File: config.mk
export PLATFORM = sky130hd
export DESIGN_NAME = scrolling_bar_graph_overlay
export DESIGN_NICKNAME = d
export VERILOG_FILES = /design/src/hw/rtl/sbgo_pkg.sv /design/src/hw/rtl/sbgo_div.sv /design/src/hw/rtl/scrolling_bar_graph_overlay.sv
export SDC_FILE = /design/constraint.sdc
export NUM_CORES = 2
export LEC_CHECK = 0
export ABC_AREA = 1
export BUFFER_PORTS_ARGS = -buffer_cell sky130_fd_sc_hd__buf_2
export CORE_UTILIZATION = 45
export DETAILED_ROUTE_END_ITERATION = 16
export PLACE_DENSITY = 0.7
export SLEW_MARGIN = 20
export SYNTH_ARGS = -nofsm -noshare
export SYNTH_HDL_FRONTEND = slang
export SYNTH_SLANG_ARGS = --single-unit
export TNS_END_PERCENT = 5
File: constraint.sdc
create_clock -name clk -period 8.5 [get_ports clk]
set_clock_uncertainty 0.2 [all_clocks]
set_input_delay 1.7 -clock clk [delete_from_list [all_inputs] [get_ports clk]]
set_output_delay 1.7 -clock clk [all_outputs]
set_load 0.01 [all_outputs]
File: src/hw/rtl/sbgo_pkg.sv
// Shared constants for the scrolling bar graph overlay.
// Register indexes, reset values and divider widths; no dependencies.
`default_nettype none

package sbgo_pkg;

  localparam int DEF_MAX_COLUMNS = 64;

  localparam int COL_W   = 6;
  localparam int ROW_W   = 8;
  localparam int LOAD_W  = 7;
  localparam int GLEN_W  = 7;
  localparam int COLOR_W = 24;
  localparam int ORG_W   = 12;
  localparam int SCR_W   = 13;
  localparam int CFG_IDX_W  = 4;
  localparam int CFG_DATA_W = 24;

  localparam logic [CFG_IDX_W-1:0] REG_ENABLE       = 4'd0;
  localparam logic [CFG_IDX_W-1:0] REG_TICKS        = 4'd1;
  localparam logic [CFG_IDX_W-1:0] REG_BAR_HEIGHT   = 4'd2;
  localparam logic [CFG_IDX_W-1:0] REG_GRAPH_LENGTH = 4'd3;
  localparam logic [CFG_IDX_W-1:0] REG_COLOR_BOTTOM = 4'd4;
  localparam logic [CFG_IDX_W-1:0] REG_COLOR_TOP    = 4'd5;
  localparam logic [CFG_IDX_W-1:0] REG_ORIGIN_X     = 4'd6;
  localparam logic [CFG_IDX_W-1:0] REG_ORIGIN_Y     = 4'd7;

  localparam logic [7:0]          RST_TICKS        = 8'd25;
  localparam logic [7:0]          RST_BAR_HEIGHT   = 8'd30;
  localparam logic [GLEN_W-1:0]   RST_GRAPH_LENGTH = 7'd30;
  localparam logic [COLOR_W-1:0]  RST_COLOR_BOTTOM = 24'h000000;
  localparam logic [COLOR_W-1:0]  RST_COLOR_TOP    = 24'hFFFFFF;

  localparam logic [LOAD_W-1:0] PCT_FULL = 7'd100;

  // x/100 == (x*5243)>>19 for x below 2^15
  localparam logic [12:0] RECIP_100   = 13'd5243;
  localparam int          RECIP_SHIFT = 19;

  localparam int DIV_DW = 15;
  localparam int DIV_VW = 8;
  localparam int DIV_QW = 7;

endpackage

`default_nettype wire

File: src/hw/rtl/sbgo_div.sv
// Iterative restoring divider, one quotient bit per cycle.
// Depends on sbgo_pkg for its widths.
`default_nettype none

module sbgo_div import sbgo_pkg::*; (
  input  wire logic              clk,
  input  wire logic              rst_n,
  input  wire logic              start,
  input  wire logic [DIV_DW-1:0] dividend,
  input  wire logic [DIV_VW-1:0] divisor,
  output logic                   done,
  output logic [DIV_QW-1:0]      quotient,
  output logic [DIV_VW-1:0]      remainder
);

  localparam int CNT_W = $clog2(DIV_QW);

  logic              busy_r;
  logic              done_r;
  logic [CNT_W-1:0]  cnt_r;
  logic [DIV_DW-1:0] rem_r;
  logic [DIV_QW-1:0] quo_r;
  logic [DIV_VW-1:0] dvs_r;
  logic [DIV_DW-1:0] trial;

  assign trial = DIV_DW'(dvs_r) << cnt_r;

  always_ff @(posedge clk) begin
    if (!rst_n) begin
      busy_r <= 1'b0;
      done_r <= 1'b0;
      cnt_r  <= '0;
    end else begin
      done_r <= 1'b0;
      if (start) begin
        busy_r <= 1'b1;
        cnt_r  <= CNT_W'(DIV_QW - 1);
        rem_r  <= dividend;
        quo_r  <= '0;
        dvs_r  <= divisor;
      end else if (busy_r) begin
        if (rem_r >= trial) begin
          rem_r        <= rem_r - trial;
          quo_r[cnt_r] <= 1'b1;
        end
        if (cnt_r == '0) begin
          busy_r <= 1'b0;
          done_r <= 1'b1;
        end else begin
          cnt_r <= cnt_r - CNT_W'(1);
        end
      end
    end
  end

  assign done      = done_r;
  assign quotient  = quo_r;
  assign remainder = rem_r[DIV_VW-1:0];

endmodule

`default_nettype wire

File: src/hw/rtl/scrolling_bar_graph_overlay.sv
// Top level of the scrolling bar graph overlay.
// Depends on sbgo_pkg and sbgo_div.
//
// Tick items (mode 0) count toward ticks_per_sample while enabled; on a match the
// bar height bar_height*load/100 is written into the ring slot of the oldest column
// and the ring pointer advances, through S_TICK. Pixel items (mode 1) read the
// history memory once and produce one result item through S_LOOK, S_DIV, S_MUL,
// S_QUO and S_FIN, the divider in S_DIV forming 100*row/bar_height for the gradient
// level; the next item is accepted after the result is loaded in S_FIN. After
// graph_length is written at or below the ring pointer, the next item waits in
// S_NORM while the same divider takes the pointer modulo the length. The history
// resets to zero through per-column valid bits, so no clearing pass follows reset.
// The next item is accepted while a result waits.
`default_nettype none

module scrolling_bar_graph_overlay import sbgo_pkg::*; #(
  parameter int MAX_COLUMNS = DEF_MAX_COLUMNS
) (
  input  wire logic                  clk,
  input  wire logic                  rst_n,
  input  wire logic                  in_valid,
  output logic                       in_stall,
  input  wire logic                  in_mode,
  input  wire logic [LOAD_W-1:0]     in_load_percent,
  input  wire logic [COL_W-1:0]      in_column,
  input  wire logic [ROW_W-1:0]      in_row,
  output logic                       out_valid,
  input  wire logic                  out_stall,
  output logic                       out_drawn,
  output logic [7:0]                 out_red,
  output logic [7:0]                 out_green,
  output logic [7:0]                 out_blue,
  output logic [SCR_W-1:0]           out_screen_x,
  output logic [SCR_W-1:0]           out_screen_y,
  input  wire logic                  cfg_valid,
  output logic                       cfg_ready,
  input  wire logic [CFG_IDX_W-1:0]  cfg_index,
  input  wire logic [CFG_DATA_W-1:0] cfg_data
);

  localparam int GLEN_MAX = 2 ** GLEN_W;
  localparam int DEPTH = (MAX_COLUMNS < GLEN_MAX) ? MAX_COLUMNS : GLEN_MAX;
  localparam int PW    = $clog2(DEPTH);
  localparam int LW    = $clog2(DEPTH + 1);
  localparam int SW    = ((PW > COL_W) ? PW : COL_W) + 1;
  localparam int CW    = (LW > COL_W) ? LW : COL_W;

  typedef enum logic [2:0] {
    S_IDLE, S_NORM, S_TICK, S_LOOK, S_DIV, S_MUL, S_QUO, S_FIN
  } state_t;

  state_t state_r;

  logic               en_r;
  logic [7:0]         tps_r;
  logic [7:0]         bh_r;
  logic [GLEN_W-1:0]  gl_r;
  logic [COLOR_W-1:0] cb_r;
  logic [COLOR_W-1:0] ct_r;
  logic [ORG_W-1:0]   ox_r;
  logic [ORG_W-1:0]   oy_r;

  logic [7:0]    tick_cnt_r;
  logic [7:0]    tick_cnt_nxt;
  logic [PW-1:0] ptr_r;
  logic [PW-1:0] ptr_nxt;
  logic [PW-1:0] mod_r;
  logic          mod_ok_r;
  logic [LW-1:0] norm_len_r;

  logic [7:0]    mem [DEPTH];
  logic          vld_r [DEPTH];
  logic [7:0]    rd_data_r;
  logic          rd_vld_r;

  logic [COL_W-1:0] col_r;
  logic [ROW_W-1:0] row_r;
  logic [14:0]      hprod_r;
  logic             hit_r;
  logic signed [16:0] prod_r [3];
  logic [7:0]       color_r [3];

  logic          out_valid_r;
  logic          drawn_r;
  logic [7:0]    red_r;
  logic [7:0]    green_r;
  logic [7:0]    blue_r;
  logic [SCR_W-1:0] sx_r;
  logic [SCR_W-1:0] sy_r;

  logic [LW-1:0]     len;
  logic              ptr_bad;
  logic              norm_need;
  logic [PW-1:0]     p_eff;
  logic              glen_wr;
  logic [LW-1:0]     ptr_inc;
  logic [SW-1:0]     sum;
  logic [SW-1:0]     idx;
  logic              col_fits;
  logic [PW-1:0]     rd_addr;
  logic              in_acc;
  logic [LOAD_W-1:0] load_sat;
  logic [27:0]       h_full;
  logic [7:0]        h_new;
  logic [7:0]        h_cur;
  logic              pre_ok;
  logic [14:0]       row100;
  logic              out_free;

  logic              div_start;
  logic [DIV_DW-1:0] div_dividend;
  logic [DIV_VW-1:0] div_divisor;
  logic              div_done;
  logic [DIV_QW-1:0] div_quo;
  logic [DIV_VW-1:0] div_rem;

  logic signed [7:0]  level;
  logic signed [8:0]  diff [3];
  logic [15:0]        mag [3];
  logic [28:0]        qfull [3];
  logic [9:0]         qmag [3];
  logic [9:0]         qsig [3];

  always_comb begin
    if (gl_r == '0) begin
      len = LW'(1);
    end else if (int'(gl_r) > MAX_COLUMNS) begin
      len = LW'(DEPTH);
    end else begin
      len = LW'(gl_r);
    end
  end

  assign ptr_bad   = LW'(ptr_r) >= len;
  assign norm_need = ptr_bad && !mod_ok_r;
  assign p_eff     = ptr_bad ? mod_r : ptr_r;
  assign glen_wr   = cfg_valid && (cfg_index == REG_GRAPH_LENGTH);
  assign ptr_inc   = LW'(p_eff) + LW'(1);
  assign ptr_nxt   = (ptr_inc == len) ? '0 : ptr_inc[PW-1:0];

  assign sum      = SW'(p_eff) + SW'(in_column);
  assign idx      = (sum >= SW'(len)) ? (sum - SW'(len)) : sum;
  assign col_fits = CW'(in_column) < CW'(len);
  assign rd_addr  = col_fits ? idx[PW-1:0] : '0;

  assign in_stall = !(state_r == S_IDLE && !norm_need);
  assign in_acc   = in_valid && !in_stall;

  assign load_sat     = (in_load_percent > PCT_FULL) ? PCT_FULL : in_load_percent;
  assign tick_cnt_nxt = tick_cnt_r + 8'd1;

  assign h_full = 28'(hprod_r) * 28'(RECIP_100);
  assign h_new  = h_full[RECIP_SHIFT+7:RECIP_SHIFT];

  assign h_cur  = rd_vld_r ? rd_data_r : 8'd0;
  assign pre_ok = en_r && (CW'(col_r) < CW'(len)) && (row_r < bh_r);
  assign row100 = (15'(row_r) << 6) + (15'(row_r) << 5) + (15'(row_r) << 2);

  assign div_start    = (state_r == S_IDLE && norm_need) || state_r == S_LOOK;
  assign div_dividend = (state_r == S_LOOK) ? row100 : DIV_DW'(ptr_r);
  assign div_divisor  = (state_r == S_LOOK) ? bh_r : DIV_VW'(len);

  sbgo_div u_div (
    .clk       (clk),
    .rst_n     (rst_n),
    .start     (div_start),
    .dividend  (div_dividend),
    .divisor   (div_divisor),
    .done      (div_done),
    .quotient  (div_quo),
    .remainder (div_rem)
  );

  assign level = 8'sd100 - $signed({1'b0, div_quo});

  always_comb begin
    for (int c = 0; c < 3; c++) begin
      diff[c]  = $signed({1'b0, ct_r[8*c +: 8]}) - $signed({1'b0, cb_r[8*c +: 8]});
      mag[c]   = prod_r[c][16] ? 16'(-prod_r[c]) : 16'(prod_r[c]);
      qfull[c] = 29'(mag[c]) * 29'(RECIP_100);
      qmag[c]  = qfull[c][RECIP_SHIFT+9:RECIP_SHIFT];
      qsig[c]  = prod_r[c][16] ? (10'd0 - qmag[c]) : qmag[c];
    end
  end

  assign out_free = !out_valid_r || !out_stall;

  always_ff @(posedge clk) begin
    if (in_acc && in_mode) begin
      rd_data_r <= mem[rd_addr];
    end
    if (state_r == S_TICK) begin
      mem[p_eff] <= h_new;
    end
  end

  always_ff @(posedge clk) begin
    if (!rst_n) begin
      state_r     <= S_IDLE;
      en_r        <= 1'b0;
      tps_r       <= RST_TICKS;
      bh_r        <= RST_BAR_HEIGHT;
      gl_r        <= RST_GRAPH_LENGTH;
      cb_r        <= RST_COLOR_BOTTOM;
      ct_r        <= RST_COLOR_TOP;
      ox_r        <= '0;
      oy_r        <= '0;
      tick_cnt_r  <= '0;
      ptr_r       <= '0;
      mod_r       <= '0;
      mod_ok_r    <= 1'b0;
      out_valid_r <= 1'b0;
      rd_vld_r    <= 1'b0;
      for (int i = 0; i < DEPTH; i++) begin
        vld_r[i] <= 1'b0;
      end
    end else begin
      if (cfg_valid) begin
        unique case (cfg_index)
          REG_ENABLE:       en_r <= cfg_data[0];
          REG_TICKS:        tps_r <= cfg_data[7:0];
          REG_BAR_HEIGHT:   bh_r <= cfg_data[7:0];
          REG_GRAPH_LENGTH: gl_r <= cfg_data[GLEN_W-1:0];
          REG_COLOR_BOTTOM: cb_r <= cfg_data[COLOR_W-1:0];
          REG_COLOR_TOP:    ct_r <= cfg_data[COLOR_W-1:0];
          REG_ORIGIN_X:     ox_r <= cfg_data[ORG_W-1:0];
          REG_ORIGIN_Y:     oy_r <= cfg_data[ORG_W-1:0];
          default: ;
        endcase
      end

      if (glen_wr) begin
        mod_ok_r <= 1'b0;
      end else if (state_r == S_NORM && div_done && norm_len_r == len) begin
        mod_ok_r <= 1'b1;
      end

      if (out_valid_r && !out_stall && state_r != S_FIN) begin
        out_valid_r <= 1'b0;
      end

      unique case (state_r)
        S_IDLE: begin
          if (norm_need) begin
            norm_len_r <= len;
            state_r    <= S_NORM;
          end else if (in_acc) begin
            if (in_mode) begin
              col_r    <= in_column;
              row_r    <= in_row;
              rd_vld_r <= vld_r[rd_addr];
              state_r  <= S_LOOK;
            end else if (en_r) begin
              if (tick_cnt_nxt == tps_r) begin
                tick_cnt_r <= '0;
                hprod_r    <= 15'(bh_r) * 15'(load_sat);
                state_r    <= S_TICK;
              end else begin
                tick_cnt_r <= tick_cnt_nxt;
              end
            end
          end
        end
        S_NORM: begin
          if (div_done) begin
            mod_r   <= div_rem[PW-1:0];
            state_r <= S_IDLE;
          end
        end
        S_TICK: begin
          vld_r[p_eff] <= 1'b1;
          ptr_r        <= ptr_nxt;
          state_r      <= S_IDLE;
        end
        S_LOOK: begin
          hit_r   <= pre_ok && ((9'(row_r) + 9'(h_cur)) >= 9'(bh_r));
          state_r <= S_DIV;
        end
        S_DIV: begin
          if (div_done) begin
            for (int c = 0; c < 3; c++) begin
              prod_r[c] <= 17'(level) * 17'(diff[c]);
            end
            state_r <= S_MUL;
          end
        end
        S_MUL: begin
          for (int c = 0; c < 3; c++) begin
            color_r[c] <= 8'(10'(cb_r[8*c +: 8]) + qsig[c]);
          end
          state_r <= S_QUO;
        end
        S_QUO: begin
          state_r <= S_FIN;
        end
        S_FIN: begin
          if (out_free) begin
            out_valid_r <= 1'b1;
            drawn_r     <= hit_r;
            red_r       <= hit_r ? color_r[2] : 8'd0;
            green_r     <= hit_r ? color_r[1] : 8'd0;
            blue_r      <= hit_r ? color_r[0] : 8'd0;
            sx_r        <= SCR_W'(ox_r) + SCR_W'(col_r);
            sy_r        <= SCR_W'(oy_r) + SCR_W'(row_r);
            state_r     <= S_IDLE;
          end
        end
        default: state_r <= S_IDLE;
      endcase
    end
  end

  assign cfg_ready    = 1'b1;
  assign out_valid    = out_valid_r;
  assign out_drawn    = drawn_r;
  assign out_red      = red_r;
  assign out_green    = green_r;
  assign out_blue     = blue_r;
  assign out_screen_x = sx_r;
  assign out_screen_y = sy_r;

endmodule

`default_nettype wire

==> reports/results.md <==
| Result | Value | Unit |
| --- | --- | --- |
| Final ANT Viol Nets | 0 | - |
| Run status | finished, final reports clean | - |
| Worst-margin pin slew | 1.11 | ns |
| Cell row count | 141 | - |
| Fill cell count | 13300 | - |
| All-layer global routing usage | 0.223 | - |
| Unrepaired setup endpoints after global routing | yes | - |
| CTS tree | yes | - |
| Net count of the finished layout | 8404 | - |
| Top fanout value on the critical path | 6 | - |
| Final period demand of the worst path | 8.03 | ns |
| Floorplan core area | 148000 | um^2 |
| Die boundary width | 389 | um |
| Starting Density | 0.455 | - |
| Layout cell share with drive strength beyond 1 | 0.0892 | - |
| Unique masters post-synth | 69 | - |
| Number of buffers added to fix hold violations after cts | 0 | - |
| Worst hold path depth | 2 | - |
| Critical path's largest stage delay | 0.54 | ns |
| Total I/O pin count | 109 | - |
| Worst-case reg-to-reg path depth | 47 | - |
| Final Hold Fails | 0 | - |
| Final core utilization | 0.502 | - |
| Post-placement worst setup slack | 0.0669 | ns |
| Initial antenna violation count | 9 | - |
| CP max-delay cell | sky130_fd_sc_hd__fa_1 | - |
| Detailed-placement wirelength estimate | 125000 | um |
| Drt pass-1 iters | 5 | - |
| DRC errors left | 0 | - |
| Via count of the first global-routing pass | 49300 | - |
| Most used flip-flop cell after synthesis | sky130_fd_sc_hd__edfxtp_1 | - |
| Cells taking the most area after synthesis | sky130_fd_sc_hd__edfxtp_1 (32%), sky130_fd_sc_hd__fa_1 (14%), sky130_fd_sc_hd__ha_1 (12%), sky130_fd_sc_hd__inv_1 (7.4%), sky130_fd_sc_hd__dfxtp_1 (5.7%) | - |
| Sink Count | 904 | - |
| Number of clock buffers inserted by TritonCTS | 97 | - |
| Required time of the worst setup path | 8.75 | ns |
| Leakage power figure | 32.9 | nW |
| Critical Path Start | prod_r[0][0]$_DFFE_PP_ | - |
| Cell mode on critical path | sky130_fd_sc_hd__inv_1 | - |
| Relative area change from synthesis to final layout | 10.5 | % |
| Post-DP Area | 70500 | um^2 |
| Cell accounting for the most synthesized area | sky130_fd_sc_hd__edfxtp_1 | - |
| Non-Filler Cell Area, Final | 74400 | um^2 |
| WP buf/inv | 10 | - |
| Share of the clock period used by the worst path after layout | 0.945 | - |
| Seq/Total Area, Yosys | 0.374 | - |
| Post-Synthesis Cell Area | 67400 | um^2 |
| Final Worst Setup Slack | 0.467 | ns |
| Worst Hold Launch | ct_r[7]$_SDFFE_PN1P_ | - |
| Hold WS | 0.264 | ns |
| Vias per inst | 5.29 | - |
| Final Wtd Congestion | 0.943 | - |
| Max_cap viols | 0 | - |
| Total overflow reported by the global router | 0 | - |
| Destination of the worst hold path | ct_r[7]$_SDFFE_PN1P_ | - |
| Count of input and output buffers | 107 | - |
| TNS Setup | 0 | ns |
| Post-Syn Area per Cell | 9.55 | um^2 |
| Critical path arrival | 8.28 | ns |
| Cell type group with the largest total delay on the critical path | adder cells | - |
| Overall die height | 389 | um |
| Routed WL per cell | 18.3 | um |
| # H-tree levels | 3 | - |
| Routed via count | 48800 | - |
| Maximum count of clock buffers along a single path | 3 | - |
| Worst max-slew margin expressed relative to the limit | 0.257 | - |
| First-pass GRT wire length | 267000 | um |
| Reg2reg start | prod_r[0][0]$_DFFE_PP_ | - |
| Achievable Freq | 124 | MHz |
| Yosys warns | 0 | - |
| Number of enable-type register cells in the synthesized netlist | 713 | - |
| Endpoint class of the critical path | register | - |
| Max-slew violation count | 0 | - |
| Total Die Area | 151000 | um^2 |
| Share of Yosys cell area claimed by the top area cell type | 0.318 | - |
| Count of endpoints failing setup in the final report | 0 | - |
| Register bit count reported by yosys | 904 | - |
| Total power density per cell area | 215 | nW/um^2 |
| Clock network latency to the later pin of the worst-skew pair | 0.73 | ns |
| Root cell of the clock tree | sky130_fd_sc_hd__clkbuf_16 | - |
| Worst IR Drop VDD | 245 | uV |
| Largest net degree at the start of global routing | 113 | - |
| End of the worst register-to-register path | color_r[0][7]$_DFFE_PP_ | - |
| Crit path launch type | register | - |
| Post-synthesis async set-or-reset flop share | 0 | - |
| WS Path Type | reg -> reg | - |
| Number of instances in the synthesized netlist | 7053 | - |
| Reg clk slew, reported paths | 0.06 | ns |
| Hold WC Path Type | reg -> reg | - |
| Post-Synthesis Net Count | 8252 | - |
| Drt total wl | 168000 | um |
| Flop-to-flop setup slack | 0.47 | ns |
| Number of DRC markers after the initial detailed-route iteration | 3298 | - |
what timing repair did:
item,in CTS,in global routing
endpoints found under the setup margin,0,6
resized for setup,0,111
setup buffers,0,29
tightest hold or removal path: stages, from the launching register on:
cell and delay, ns:
sky130_fd_sc_hd__dfxtp_1 0.33, sky130_fd_sc_hd__nand2_1 0.05, sky130_fd_sc_hd__nand3_1 0.05
layout make-up:
| type | instances | area (um^2) | share of cell area |
|---|---|---|---|
| antenna | 5 | 12.5 | 0.000168 |
| timing repair buffer | 255 | 1830 | 0.0246 |
| multi-input combinational | 4603 | 36700 | 0.494 |
| clock inverter | 52 | 470 | 0.00632 |
| sequential | 904 | 25200 | 0.339 |
| tap | 1930 | 2410 | 0.0324 |
| inverter | 1344 | 5060 | 0.0680 |
| clock buffer | 131 | 2670 | 0.0358 |
power breakdown:
group | leakage, nW | internal, mW | switching [mW]
registers | 7.98 | 5.16 | 0.0549
logic | 23.4 | 2.64 | 4.04
clock network | 1.51 | 2.27 | 1.86
total | 32.9 | 10.1 | 5.95
placed cells by master (no fill, tap or decap), drive strengths merged, types with 6 or more instances in the layout:
master       n
fa         483
nand3b       9
clkinv      48
and2         7
nor2       630
a21o        25
a31oi       10
clkinvlp     6
o22ai       11
a21oi      264
o31ai       11
ha         661
o21bai      35
dfxtp      191
xor2       206
o21a         8
nand3      431
o21ai      230
buf        255
edfxtp     713
inv       1341
xnor2       80
o211ai     273
nand2      833
nand4       46
or2        266
clkbuf     131
a211oi      10
nor3        40
synthesized netlist by cell type (3+ instances only):
| cell | count |
|---|---|
| sky130_fd_sc_hd__o211ai_1 | 271 |
| sky130_fd_sc_hd__o21ai_0 | 220 |
| sky130_fd_sc_hd__fa_1 | 483 |
| sky130_fd_sc_hd__buf_2 | 30 |
| sky130_fd_sc_hd__o21ai_1 | 6 |
| sky130_fd_sc_hd__and2_1 | 7 |
| sky130_fd_sc_hd__inv_2 | 5 |
| sky130_fd_sc_hd__xnor2_1 | 80 |
| sky130_fd_sc_hd__or2_1 | 90 |
| sky130_fd_sc_hd__a21o_1 | 25 |
| sky130_fd_sc_hd__nand3b_1 | 9 |
| sky130_fd_sc_hd__clkinv_1 | 6 |
| sky130_fd_sc_hd__o21a_1 | 8 |
| sky130_fd_sc_hd__edfxtp_1 | 713 |
| sky130_fd_sc_hd__nor3_1 | 39 |
| sky130_fd_sc_hd__nand4_1 | 46 |
| sky130_fd_sc_hd__o21bai_1 | 35 |
| sky130_fd_sc_hd__o22ai_1 | 11 |
| sky130_fd_sc_hd__buf_1 | 11 |
| sky130_fd_sc_hd__a2111oi_0 | 3 |
| sky130_fd_sc_hd__nand2_2 | 5 |
| sky130_fd_sc_hd__a31oi_1 | 10 |
| sky130_fd_sc_hd__dfxtp_1 | 191 |
| sky130_fd_sc_hd__a21oi_1 | 262 |
| sky130_fd_sc_hd__buf_6 | 19 |
| sky130_fd_sc_hd__o31ai_1 | 11 |
| sky130_fd_sc_hd__xor2_1 | 206 |
| sky130_fd_sc_hd__a21boi_0 | 3 |
| sky130_fd_sc_hd__a22oi_1 | 3 |
| sky130_fd_sc_hd__clkbuf_1 | 115 |
| sky130_fd_sc_hd__nand3_1 | 427 |
| sky130_fd_sc_hd__nand3_2 | 4 |
| sky130_fd_sc_hd__or3_1 | 3 |
| sky130_fd_sc_hd__nor2_1 | 627 |
| sky130_fd_sc_hd__clkbuf_2 | 15 |
| sky130_fd_sc_hd__ha_1 | 661 |
| sky130_fd_sc_hd__nor4_1 | 4 |
| sky130_fd_sc_hd__buf_4 | 11 |
| sky130_fd_sc_hd__inv_1 | 1331 |
| sky130_fd_sc_hd__nand2_1 | 827 |
| sky130_fd_sc_hd__or2_0 | 68 |
| sky130_fd_sc_hd__a211oi_1 | 10 |
| sky130_fd_sc_hd__or2_2 | 108 |
sequential cells by signal, summed over array words and instances, names as in the netlist, 12 cells and up:
| name | count |
|---|---|
| mem | 512 |
| hprod_r | 15 |
| ct_r | 24 |
| color_r | 24 |
| u_div.rem_r | 15 |
| out_screen_x | 13 |
| cb_r | 24 |
| out_screen_y | 13 |
| prod_r | 51 |
| vld_r | 64 |
| ox_r | 12 |
| oy_r | 12 |
kinds of logic after synthesis:
kind of cell | share of synthesized area
other cells | 0.0000557
xor+xnor | 0.0375
fa+ha+maj | 0.266
simple gates | 0.149
compound gates | 0.0828
flops | 0.374
buf+inv | 0.0899
worst max path at each step:
stage | endpoint | slack (ns) | cells past startpoint
floorplan | color_r[0][7]$_DFFE_PP_ | 0.69 | 46
global placement | color_r[0][7]$_DFFE_PP_ | 0.23 | 47
detailed placement | color_r[1][7]$_DFFE_PP_ | 0.07 | 45
CTS | color_r[1][7]$_DFFE_PP_ | 0.04 | 45
global route | color_r[2][7]$_DFFE_PP_ | -0.09 | 44
finish | color_r[0][7]$_DFFE_PP_ | 0.47 | 47
per-stage QoR:
| stage | power [mW] | std cells |
|---|---|---|
| global placement | 11.8 | 9005 |
| global route | 17.2 | 9221 |
| detailed placement | 11.9 | 9005 |
| finish | 16.0 | 9224 |
| CTS | 16.1 | 9188 |
| floorplan | 10.3 | 7053 |
metal layers:
metal	vias up	track usage	wire, um
met5	-	0	39
met4	6	0.0800	6340
met3	308	0.0338	10100
met2	1333	0.381	81200
met1	23800	0.287	70800
li1	23300	-	-
(Power assumes the default switching activity.)
